## config.mk

```make
export PLATFORM = sky130hd
export DESIGN_NAME = multi_slot_software_timer_manager
export DESIGN_NICKNAME = d
export VERILOG_FILES = /design/src/hdl/mstm_pkg.sv /design/src/hdl/mstm_ram.sv /design/src/hdl/multi_slot_software_timer_manager.sv
export SDC_FILE = /design/constraint.sdc
export NUM_CORES = 2
export LEC_CHECK = 0
export ABC_AREA = 1
export BUFFER_PORTS_ARGS = -buffer_cell sky130_fd_sc_hd__buf_2
export CELL_PAD_IN_SITES_DETAIL_PLACEMENT = 0
export CELL_PAD_IN_SITES_GLOBAL_PLACEMENT = 1
export CORE_MARGIN = 2
export CORE_UTILIZATION = 40
export DETAILED_ROUTE_END_ITERATION = 8
export GPL_TIMING_DRIVEN = 0
export PLACE_DENSITY_LB_ADDON = 0.1
export REMOVE_ABC_BUFFERS = 1
export SETUP_SLACK_MARGIN = 0.4
export SLEW_MARGIN = 20
export SYNTH_ARGS = -nofsm -noshare
export SYNTH_HDL_FRONTEND = slang
export SYNTH_HIERARCHICAL = 1
export SYNTH_SLANG_ARGS = --single-unit
```

## constraint.sdc

```tcl
create_clock -name clock -period 5 [get_ports clock]
set_input_delay 1 -clock clock [delete_from_list [all_inputs] [get_ports clock]]
set_output_delay 1 -clock clock [all_outputs]
set_load 0.01 [all_outputs]
```

## src/hdl/mstm_pkg.sv

```systemverilog
// ----------------------------------------------------------------------------
// mstm_pkg: shared types and constants of the software timer manager
// Operation codes, sequencer states and limits used by the timer table.
// ----------------------------------------------------------------------------
package mstm_pkg;

   localparam int unsigned OP_W = 3;

   localparam logic [OP_W-1:0] OP_TICK   = 3'd0;
   localparam logic [OP_W-1:0] OP_CREATE = 3'd1;
   localparam logic [OP_W-1:0] OP_START  = 3'd2;
   localparam logic [OP_W-1:0] OP_STOP   = 3'd3;
   localparam logic [OP_W-1:0] OP_DELETE = 3'd4;
   localparam logic [OP_W-1:0] OP_CHANGE = 3'd5;

   localparam int unsigned ID_W     = 4;
   localparam int unsigned PERIOD_W = 32;
   localparam int unsigned TIME_W   = 64;
   localparam int unsigned STAMP_W  = 32;

   // expiries reported per tick at most
   localparam int unsigned    ROUND_W     = 5;
   localparam logic [ROUND_W-1:0] MAX_REPORTS = 5'd16;

   typedef enum logic [2:0] {
      ST_IDLE,
      ST_CMD,
      ST_ROUND,
      ST_SCAN,
      ST_PICK,
      ST_ARM,
      ST_FINISH,
      ST_EMIT
   } state_type;

endpackage

```

## src/hdl/mstm_ram.sv

```systemverilog
// ----------------------------------------------------------------------------
// mstm_ram: generic single-write, single-read RAM
// One write port and one read port; read data is registered.
// ----------------------------------------------------------------------------
module mstm_ram #(
   parameter int unsigned WIDTH = 32,
   parameter int unsigned DEPTH = 16
) (
   input  logic                     clock,
   input  logic                     wr_en,
   input  logic [$clog2(DEPTH)-1:0] wr_addr,
   input  logic [WIDTH-1:0]         wr_data,
   input  logic [$clog2(DEPTH)-1:0] rd_addr,
   output logic [WIDTH-1:0]         rd_data
);

   logic [WIDTH-1:0] mem_ff [DEPTH];
   logic [WIDTH-1:0] rd_data_ff;

   always_ff @(posedge clock) begin
      if (wr_en) begin
         mem_ff[wr_addr] <= wr_data;
      end
      rd_data_ff <= mem_ff[rd_addr];
   end

   assign rd_data = rd_data_ff;

endmodule

```

## src/hdl/multi_slot_software_timer_manager.sv

```systemverilog
// ----------------------------------------------------------------------------
// multi_slot_software_timer_manager: table of software timer slots
// Commands create, start, stop, delete or re-period a slot; a tick item
// advances time and reports the expired slots in order of expiry.
// ----------------------------------------------------------------------------
// Usage:
//   req_* carries one command or tick item; it is taken when req_valid is
//   high and req_stall low. req_stall is high while an item is in work.
//   rsp_* carries one expired slot per item; rsp_last marks the final
//   expiry of a tick. Commands and ticks with nothing expired give none.
// Operation:
//   Start and a period change of an active slot arm the slot. Every
//   selection round of a tick walks all slots through the single read port
//   of the slot RAMs, comparing one slot a cycle, and one 64-bit adder
//   serves time advance, arming and periodic re-arming. Each expiry is
//   shown one round after it is found, so rsp_last is known.
// Reset:
//   Synchronous, active high. Time, the insert counter, all active and
//   valid bits and the output valid flag are cleared; slot RAMs are not.
// Stall:
//   The result sits in an output register; while rsp_stall is high the
//   sequencer waits before loading the next expiry and holds the payload.
// ----------------------------------------------------------------------------
module multi_slot_software_timer_manager #(
   parameter int unsigned TIMER_SLOTS = 16
) (
   input  logic        clock,
   input  logic        reset,

   input  logic        req_valid,
   output logic        req_stall,
   input  logic [2:0]  req_op,
   input  logic [3:0]  req_timer_id,
   input  logic [31:0] req_value,
   input  logic        req_periodic,

   output logic        rsp_valid,
   input  logic        rsp_stall,
   output logic [3:0]  rsp_expired_id,
   output logic        rsp_last
);

   localparam int unsigned SLOT_W = $clog2(TIMER_SLOTS);
   localparam int unsigned CNT_W  = $clog2(TIMER_SLOTS + 1);
   localparam logic [CNT_W-1:0] SCAN_END = CNT_W'(TIMER_SLOTS);

   mstm_pkg::state_type state_ff, state_in;

   // captured item
   logic [mstm_pkg::OP_W-1:0]     op_ff, op_in;
   logic [mstm_pkg::ID_W-1:0]     id_ff, id_in;
   logic [mstm_pkg::PERIOD_W-1:0] value_ff, value_in;
   logic                          periodic_ff, periodic_in;

   logic [mstm_pkg::TIME_W-1:0]   now_ff, now_in;
   logic [mstm_pkg::STAMP_W-1:0]  insert_cnt_ff, insert_cnt_in;
   logic [TIMER_SLOTS-1:0]        active_ff, active_in;
   logic [TIMER_SLOTS-1:0]        valid_ff, valid_in;

   // selection round
   logic [CNT_W-1:0]              cnt_ff, cnt_in;
   logic [mstm_pkg::ROUND_W-1:0]  rounds_ff, rounds_in;
   logic                          found_ff, found_in;
   logic [mstm_pkg::TIME_W-1:0]   best_exp_ff, best_exp_in;
   logic [mstm_pkg::STAMP_W-1:0]  best_stamp_ff, best_stamp_in;
   logic [SLOT_W-1:0]             best_idx_ff, best_idx_in;
   logic                          pend_valid_ff, pend_valid_in;
   logic [SLOT_W-1:0]             pend_id_ff, pend_id_in;
   logic                          emit_last_ff, emit_last_in;

   logic                          rsp_valid_ff, rsp_valid_in;
   logic [mstm_pkg::ID_W-1:0]     rsp_id_ff, rsp_id_in;
   logic                          rsp_last_ff, rsp_last_in;

   // RAM ports
   logic [SLOT_W-1:0]             rd_addr;
   logic [SLOT_W-1:0]             wr_addr;
   logic                          period_we;
   logic                          periodic_we;
   logic                          expiry_we;
   logic                          stamp_we;
   logic [mstm_pkg::PERIOD_W-1:0] period_wdata;
   logic [mstm_pkg::PERIOD_W-1:0] period_rd;
   logic [mstm_pkg::TIME_W-1:0]   expiry_rd;
   logic                          periodic_rd;
   logic [mstm_pkg::STAMP_W-1:0]  stamp_rd;

   // shared adder
   logic [mstm_pkg::TIME_W-1:0]   add_a;
   logic [mstm_pkg::PERIOD_W-1:0] add_b;
   logic [mstm_pkg::TIME_W-1:0]   add_sum;

   logic                          is_tick;
   logic [SLOT_W-1:0]             id_idx;
   logic                          id_in_range;
   logic                          id_ok;
   logic                          id_active;
   logic [mstm_pkg::PERIOD_W-1:0] value_clamped;
   logic [CNT_W-1:0]              cnt_m1;
   logic [SLOT_W-1:0]             eval_idx;
   logic                          scan_done;
   logic                          cand;
   logic                          out_free;

   assign is_tick       = (op_ff == mstm_pkg::OP_TICK);
   assign id_idx        = SLOT_W'(id_ff);
   assign id_in_range   = (32'(id_ff) < 32'(TIMER_SLOTS));
   assign id_ok         = id_in_range && valid_ff[id_idx];
   assign id_active     = id_in_range && active_ff[id_idx];
   assign value_clamped = (value_ff == '0) ? 32'd1 : value_ff;
   assign cnt_m1        = cnt_ff - CNT_W'(1);
   assign eval_idx      = cnt_m1[SLOT_W-1:0];
   assign scan_done     = (cnt_ff == SCAN_END);
   assign out_free      = !rsp_valid_ff || !rsp_stall;

   // slot is a better expired candidate than the one held
   assign cand = (cnt_ff != '0) && active_ff[eval_idx] && (expiry_rd <= now_ff) &&
                 (!found_ff || (expiry_rd < best_exp_ff) ||
                  ((expiry_rd == best_exp_ff) && (stamp_rd < best_stamp_ff)));

   always_comb begin
      add_a = now_ff;
      add_b = period_rd;
      if (state_ff == mstm_pkg::ST_CMD) begin
         add_b = 32'd1;
      end else if (is_tick) begin
         // periodic re-arm from the theoretical expiry
         add_a = best_exp_ff;
      end else if (op_ff == mstm_pkg::OP_CHANGE) begin
         add_b = value_clamped;
      end
   end

   assign add_sum = add_a + 64'(add_b);

   always_comb begin
      priority if (state_ff == mstm_pkg::ST_CMD) begin
         rd_addr = id_idx;
      end else if (state_ff == mstm_pkg::ST_PICK) begin
         rd_addr = best_idx_ff;
      end else if (scan_done) begin
         rd_addr = '0;
      end else begin
         rd_addr = cnt_ff[SLOT_W-1:0];
      end
   end

   assign wr_addr = (state_ff == mstm_pkg::ST_ARM && is_tick) ? best_idx_ff : id_idx;

   mstm_ram #(.WIDTH(mstm_pkg::PERIOD_W), .DEPTH(TIMER_SLOTS)) u_period_ram (
      .clock   (clock),
      .wr_en   (period_we),
      .wr_addr (wr_addr),
      .wr_data (period_wdata),
      .rd_addr (rd_addr),
      .rd_data (period_rd)
   );

   mstm_ram #(.WIDTH(mstm_pkg::TIME_W), .DEPTH(TIMER_SLOTS)) u_expiry_ram (
      .clock   (clock),
      .wr_en   (expiry_we),
      .wr_addr (wr_addr),
      .wr_data (add_sum),
      .rd_addr (rd_addr),
      .rd_data (expiry_rd)
   );

   mstm_ram #(.WIDTH(1), .DEPTH(TIMER_SLOTS)) u_periodic_ram (
      .clock   (clock),
      .wr_en   (periodic_we),
      .wr_addr (wr_addr),
      .wr_data (periodic_ff),
      .rd_addr (rd_addr),
      .rd_data (periodic_rd)
   );

   mstm_ram #(.WIDTH(mstm_pkg::STAMP_W), .DEPTH(TIMER_SLOTS)) u_stamp_ram (
      .clock   (clock),
      .wr_en   (stamp_we),
      .wr_addr (wr_addr),
      .wr_data (insert_cnt_ff),
      .rd_addr (rd_addr),
      .rd_data (stamp_rd)
   );

   // next state
   always_comb begin
      state_in = state_ff;
      unique case (state_ff)
         mstm_pkg::ST_IDLE: begin
            if (req_valid) begin
               state_in = mstm_pkg::ST_CMD;
            end
         end
         mstm_pkg::ST_CMD: begin
            priority if (is_tick) begin
               state_in = mstm_pkg::ST_ROUND;
            end else if (op_ff == mstm_pkg::OP_START && id_ok) begin
               state_in = mstm_pkg::ST_ARM;
            end else if (op_ff == mstm_pkg::OP_CHANGE && id_ok && id_active) begin
               state_in = mstm_pkg::ST_ARM;
            end else begin
               state_in = mstm_pkg::ST_IDLE;
            end
         end
         mstm_pkg::ST_ROUND: begin
            state_in = (rounds_ff == mstm_pkg::MAX_REPORTS) ? mstm_pkg::ST_FINISH
                                                           : mstm_pkg::ST_SCAN;
         end
         mstm_pkg::ST_SCAN: begin
            if (scan_done) begin
               state_in = mstm_pkg::ST_PICK;
            end
         end
         mstm_pkg::ST_PICK: begin
            state_in = found_ff ? mstm_pkg::ST_ARM : mstm_pkg::ST_FINISH;
         end
         mstm_pkg::ST_ARM: begin
            priority if (!is_tick) begin
               state_in = mstm_pkg::ST_IDLE;
            end else if (pend_valid_ff) begin
               state_in = mstm_pkg::ST_EMIT;
            end else begin
               state_in = mstm_pkg::ST_ROUND;
            end
         end
         mstm_pkg::ST_FINISH: begin
            state_in = pend_valid_ff ? mstm_pkg::ST_EMIT : mstm_pkg::ST_IDLE;
         end
         mstm_pkg::ST_EMIT: begin
            if (out_free) begin
               state_in = emit_last_ff ? mstm_pkg::ST_IDLE : mstm_pkg::ST_ROUND;
            end
         end
         default: begin
            state_in = mstm_pkg::ST_IDLE;
         end
      endcase
   end

   // datapath and outputs
   always_comb begin
      op_in         = op_ff;
      id_in         = id_ff;
      value_in      = value_ff;
      periodic_in   = periodic_ff;
      now_in        = now_ff;
      insert_cnt_in = insert_cnt_ff;
      active_in     = active_ff;
      valid_in      = valid_ff;
      cnt_in        = cnt_ff;
      rounds_in     = rounds_ff;
      found_in      = found_ff;
      best_exp_in   = best_exp_ff;
      best_stamp_in = best_stamp_ff;
      best_idx_in   = best_idx_ff;
      pend_valid_in = pend_valid_ff;
      pend_id_in    = pend_id_ff;
      emit_last_in  = emit_last_ff;
      rsp_valid_in  = rsp_valid_ff && rsp_stall;
      rsp_id_in     = rsp_id_ff;
      rsp_last_in   = rsp_last_ff;
      period_we     = 1'b0;
      periodic_we   = 1'b0;
      expiry_we     = 1'b0;
      stamp_we      = 1'b0;
      period_wdata  = value_clamped;

      unique case (state_ff)
         mstm_pkg::ST_IDLE: begin
            if (req_valid) begin
               op_in       = req_op;
               id_in       = req_timer_id;
               value_in    = req_value;
               periodic_in = req_periodic;
            end
         end
         mstm_pkg::ST_CMD: begin
            unique case (op_ff)
               mstm_pkg::OP_TICK: begin
                  now_in        = add_sum;
                  rounds_in     = '0;
                  pend_valid_in = 1'b0;
               end
               mstm_pkg::OP_CREATE: begin
                  if (id_in_range) begin
                     period_we         = 1'b1;
                     periodic_we       = 1'b1;
                     active_in[id_idx] = 1'b0;
                     valid_in[id_idx]  = 1'b1;
                  end
               end
               mstm_pkg::OP_START, mstm_pkg::OP_STOP: begin
                  if (id_ok) begin
                     active_in[id_idx] = 1'b0;
                  end
               end
               mstm_pkg::OP_DELETE: begin
                  if (id_ok) begin
                     active_in[id_idx] = 1'b0;
                     valid_in[id_idx]  = 1'b0;
                  end
               end
               mstm_pkg::OP_CHANGE: begin
                  if (id_ok) begin
                     period_we         = 1'b1;
                     active_in[id_idx] = 1'b0;
                  end
               end
               default: begin
               end
            endcase
         end
         mstm_pkg::ST_ROUND: begin
            cnt_in   = '0;
            found_in = 1'b0;
         end
         mstm_pkg::ST_SCAN: begin
            if (!scan_done) begin
               cnt_in = cnt_ff + CNT_W'(1);
            end
            if (cand) begin
               found_in      = 1'b1;
               best_exp_in   = expiry_rd;
               best_stamp_in = stamp_rd;
               best_idx_in   = eval_idx;
            end
         end
         mstm_pkg::ST_PICK: begin
            if (found_ff) begin
               active_in[best_idx_ff] = 1'b0;
            end
         end
         mstm_pkg::ST_ARM: begin
            if (is_tick) begin
               rounds_in = rounds_ff + mstm_pkg::ROUND_W'(1);
               if (periodic_rd) begin
                  expiry_we              = 1'b1;
                  stamp_we               = 1'b1;
                  insert_cnt_in          = insert_cnt_ff + 32'd1;
                  active_in[best_idx_ff] = 1'b1;
               end
               if (pend_valid_ff) begin
                  emit_last_in = 1'b0;
               end else begin
                  pend_id_in    = best_idx_ff;
                  pend_valid_in = 1'b1;
               end
            end else begin
               expiry_we         = 1'b1;
               stamp_we          = 1'b1;
               insert_cnt_in     = insert_cnt_ff + 32'd1;
               active_in[id_idx] = 1'b1;
            end
         end
         mstm_pkg::ST_FINISH: begin
            emit_last_in = 1'b1;
         end
         mstm_pkg::ST_EMIT: begin
            if (out_free) begin
               rsp_valid_in = 1'b1;
               rsp_id_in    = mstm_pkg::ID_W'(pend_id_ff);
               rsp_last_in  = emit_last_ff;
               if (emit_last_ff) begin
                  pend_valid_in = 1'b0;
               end else begin
                  // hold the newest expiry until the next round decides last
                  pend_id_in = best_idx_ff;
               end
            end
         end
         default: begin
         end
      endcase
   end

   always_ff @(posedge clock) begin
      if (reset) begin
         state_ff      <= mstm_pkg::ST_IDLE;
         now_ff        <= '0;
         insert_cnt_ff <= '0;
         active_ff     <= '0;
         valid_ff      <= '0;
         cnt_ff        <= '0;
         rounds_ff     <= '0;
         found_ff      <= 1'b0;
         pend_valid_ff <= 1'b0;
         emit_last_ff  <= 1'b0;
         rsp_valid_ff  <= 1'b0;
      end else begin
         state_ff      <= state_in;
         now_ff        <= now_in;
         insert_cnt_ff <= insert_cnt_in;
         active_ff     <= active_in;
         valid_ff      <= valid_in;
         cnt_ff        <= cnt_in;
         rounds_ff     <= rounds_in;
         found_ff      <= found_in;
         pend_valid_ff <= pend_valid_in;
         emit_last_ff  <= emit_last_in;
         rsp_valid_ff  <= rsp_valid_in;
      end
   end

   always_ff @(posedge clock) begin
      op_ff         <= op_in;
      id_ff         <= id_in;
      value_ff      <= value_in;
      periodic_ff   <= periodic_in;
      best_exp_ff   <= best_exp_in;
      best_stamp_ff <= best_stamp_in;
      best_idx_ff   <= best_idx_in;
      pend_id_ff    <= pend_id_in;
      rsp_id_ff     <= rsp_id_in;
      rsp_last_ff   <= rsp_last_in;
   end

   assign req_stall      = (state_ff != mstm_pkg::ST_IDLE);
   assign rsp_valid      = rsp_valid_ff;
   assign rsp_expired_id = rsp_id_ff;
   assign rsp_last       = rsp_last_ff;

`ifndef NO_ASSERTIONS
   a_active_is_valid: assert property (@(posedge clock) disable iff (reset)
      (active_ff & ~valid_ff) == '0)
      else $error("active slot that is not valid");

   a_rsp_from_emit: assert property (@(posedge clock) disable iff (reset)
      $rose(rsp_valid_ff) |-> $past(state_ff == mstm_pkg::ST_EMIT))
      else $error("result raised outside emit");

   a_emit_has_pending: assert property (@(posedge clock) disable iff (reset)
      state_ff == mstm_pkg::ST_EMIT |-> pend_valid_ff)
      else $error("emit without a pending expiry");

   a_rounds_bound: assert property (@(posedge clock) disable iff (reset)
      rounds_ff <= mstm_pkg::MAX_REPORTS)
      else $error("too many expiries in one tick");

   a_scan_bound: assert property (@(posedge clock) disable iff (reset)
      cnt_ff <= SCAN_END)
      else $error("scan counter past the table");

   a_accept_to_cmd: assert property (@(posedge clock) disable iff (reset)
      req_valid && !req_stall |=> state_ff == mstm_pkg::ST_CMD)
      else $error("accepted item not decoded");
`endif

endmodule
```

==> impl_metrics.yaml <==
outcome:
  status: "complete, no violations"
worst_setup_path:
  cp.buffers_inverters: 5
  cpMostUsedCell: "nand2_1"
  cp.arrival_ns: 5.20
  crit_type: "reg -> reg"
  crit_family: "simple AND/OR/NAND/NOR gates"
  slowest_delay_ns: 0.44
  critPathLaunchType: "register"
  path_cells: "inv_4 > nand2_2 > nor2_4 > buf_4 > buf_16 > a21oi_4 > ha_1 > nand2_1 > nor2_1 > nand2_1 > nor2_1 > nand2_1 > nand2_1 > nand3_1 > nand2_1 > nand2_1 > nand2_1 > clkinvlp_4 > buf_4"
  end_kind: "register"
  critPathSlowestCell: "ha_1"
  ff2ff_setup_slack_ns: 0.43
  cp-startpoint: "state_ff[1]$_SDFFE_PP0P_"
  rr_startpoint: "state_ff[1]$_SDFFE_PP0P_"
  crit_required_ns: 5.63
  cp_max_fo: 16
route:
  wl_met2_um: 163000
  top_layer: "met4"
  m1WireLength_um: 155000
  wirelength_um: 342000
  drt_iter0_drc: 6629
  via_per_inst: 5.02
  ant_nets: 0
  drc: 0
  drt_first_pass_iters: 6
  dr_wl_met3_um: 15600
  vias: 79100
  wl_per_cell_um: 21.7
yosys:
  yosysSeqAreaShare_pct: 63.8
  synthAdderAreaFrac_pct: 2.20
  synth_top_area_share_pct: 58.9
  synth_edf_count: 2213
  syn-cell-area_mm2: 0.113
  synth_common_cells: "nand2_1, edfxtp_1, inv_1"
  syn_inst: 11600
  yosysUniqueCellTypes: 55
  synth_seq_cells: 2487
  yosysMostFrequentCell: "nand2_1"
  ys.flop_type: "edfxtp_1"
  yosys-top-cells-area: "edfxtp_1, nand2_1, nand3_1"
  synth_xor_area_share_pct: 0.386
  yosysWarnings: 6
  synth_simple_gate_area_share_pct: 21.7
  synthArstFlopShare_pct: 0
  syn-mean-instance-area_um2: 9.73
  synth_top_area_cell: "edfxtp_1"
  synth_top_family_by_area: "simple AND/OR/NAND/NOR gates"
  synth_compound_area_share_pct: 2.26
  synthMuxAreaShare_pct: 0
die:
  start_util_pct: 40.3
  rows: 194
  core-area_mm2: 0.280
  die_y_um: 535
  dieArea_mm2: 0.286
  die_w_um: 535
  design.portCount: 51
clock_network:
  cts.path.max_buffers: 4
  clk_pin_slew_worst_paths_ns: 0.06
  cts_root_buf: "clkbuf_16"
  cts.sinks: 2487
  cts_inserted_buffers: 286
  worstSkewPairLatency_ns: 0.90
  cts_tree: "done"
  holdBufCountCts: 0
  cts_htree_levels: 5
finish:
  nNetsFinal: 12100
  design_area_mm2: 0.133
  area_delta_synth_final_pct: 18.3
  drive_gt1_share_pct: 9.02
timing:
  finalCritPeriodShare_pct: 91.4
  setup_viol_count_final: 0
  finalSetupTns_ns: 0
  hold_viol: 0
  worst_slack_ns: 0.430
  finalClockSkew_ns: 0.0576
  worst_slew_margin_rel_pct: 30.0
  timing.final.crit_period_ns: 4.57
  hold-worst-slack_ns: 0.279
  rsz0062_at_grt: "yes"
  max_freq_mhz: 219
  worst_pin_slew_ns: 1.05
  maxSlewViolCount: 0
global_routing:
  grtUsageTotal_pct: 23.6
  grt_max_degree: 169
  antenna_found_initial: 22
  gr-total-overflow: 0
  grt_pass1_wl_um: 504000
  grt_pass1_vias: 76100
power:
  p_per_area_mw_per_mm2: 383
  max-vdd-ir-drop_mv: 0.235
  p_leak_nw: 56.3
placement:
  portBuffers: 50
  gp_congestion: 0.844
  place.detailed.hpwl_um: 218000
  placed_cell_area_mm2: 0.123
  dpl_worst_slack_ns: -1.45
hold_path:
  min-delay-start: "req_value[17]"
  hp-class: "in -> reg"
job:
  maxCapViolations: 0
cell families (layout without fill, tap and decap cells):
| group | after synthesis | in the layout |
|---|---|---|
| AO/OA/AOI/OAI | 466 | 466 |
| XOR/XNOR | 48 | 48 |
| adder cells (fa/ha/maj) | 198 | 198 |
| buffers and inverters | 2565 | 3018 |
| flip-flops | 2487 | 2487 |
| other | 0 | 4 |
| AND/OR/NAND/NOR | 5829 | 5834 |
cell type report:
cell class	instances	area, um^2
Fill cell	25500	146000
Sequential cell	2487	71900
Multi-Input combinational cell	6546	30900
Timing Repair Buffer	454	8620
Clock buffer	394	7900
Inverter	2043	7840
Tap cell	3724	4660
Clock inverter	126	1460
Antenna cell	4	10.0
Timing Repair inverter	1	8.76
layout by cell type, fill, tap and decap left out, types with 15 or more instances in the layout:
cell type  instances
nand2_1         3567
edfxtp_1        2213
inv_1           2005
nand3_1         1724
nor2_1           295
clkbuf_16        293
dfxtp_1          271
buf_16           199
ha_1             195
a21oi_1          174
o21ai_0          162
buf_4             99
buf_12            85
clkbuf_1          81
nor2_4            58
buf_2             49
clkinv_2          40
nor3_1            37
clkinv_1          33
o22ai_1           31
nand4_1           26
bufinv_16         26
nand2_2           23
xnor2_1           21
nor2_2            21
clkbuf_8          21
and2_2            16
o31ai_1           16
nand3b_1          15
path summary, 6_finish.rpt:
| path | end | cells after the start |
|---|---|---|
| hold reg to reg | rsp_expired_id[0]$_DFFE_PP_ | 0 |
| hold / removal | value_ff[17]$_DFFE_PP_ | 1 |
| setup reg to reg | u_expiry_ram/mem_ff[0][45]$_DFFE_PP_ | 19 |
| setup / recovery | u_expiry_ram/mem_ff[0][45]$_DFFE_PP_ | 19 |
metal layers:
metal / GRT usage, % / vias to the layer above
li1: - / 38000
met1: 32.6 / 38700
met2: 39.7 / 1902
met3: 2.21 / 488
met4: 6.01 / 0
met5: 0 / -
stage by stage:
| stage | total power (W) | utilization (%) | std cells |
|---|---|---|---|
| 6_report | 0.0511 | 47.7 | 15800 |
| 4_1_cts | 0.0517 | 47.5 | 15800 |
| 2_1_floorplan | 0.0288 | - | 11100 |
| 3_5_place_dp | 0.0303 | 43.8 | 15200 |
| 5_1_grt | 0.0531 | 47.7 | 15800 |
| 3_3_place_gp | 0.0298 | 40.9 | 14800 |
worst register-to-register path, cell delays in order, from the launching register on:
cell,delay [ns]
dfxtp_1,0.34
inv_4,0.26
nand2_2,0.25
nor2_4,0.32
buf_4,0.23
buf_16,0.20
a21oi_4,0.13
ha_1,0.45
nand2_1,0.13
nor2_1,0.30
nand2_1,0.18
nor2_1,0.14
nand2_1,0.07
nand2_1,0.18
nand3_1,0.22
nand2_1,0.21
nand2_1,0.07
nand2_1,0.28
clkinvlp_4,0.14
buf_4,0.19
power by group:
group	switching (W)	internal [W]	leakage, nW
Clock	0.00856	0.0125	4.57
Combinational	0.00441	0.00214	28.8
Sequential	0.000271	0.0233	22.9
sequential cells by signal, indices dropped and copies added (netlist names), 5 cells and up, named ones only:
register,flops
u_stamp_ram/mem_ff,512
u_expiry_ram/rd_data,64
u_periodic_ram/mem_ff,16
u_period_ram/mem_ff,512
insert_cnt_ff,32
cnt_ff,5
value_ff,32
u_expiry_ram/mem_ff,1024
active_ff,16
u_stamp_ram/rd_data,32
best_exp_ff,64
u_period_ram/rd_data,32
now_ff,64
best_stamp_ff,32
rounds_ff,5
repair_timing:
| item | in CTS | in global routing |
|---|---|---|
| setup endpoints to repair | 1359 | 923 |
| pin swaps | 15 | 8 |
| gates cloned | 13 | 1 |
| buffers inserted | 59 | 14 |
| resized for setup | 84 | 41 |
Note: power is estimated with default switching activity, not from simulation.
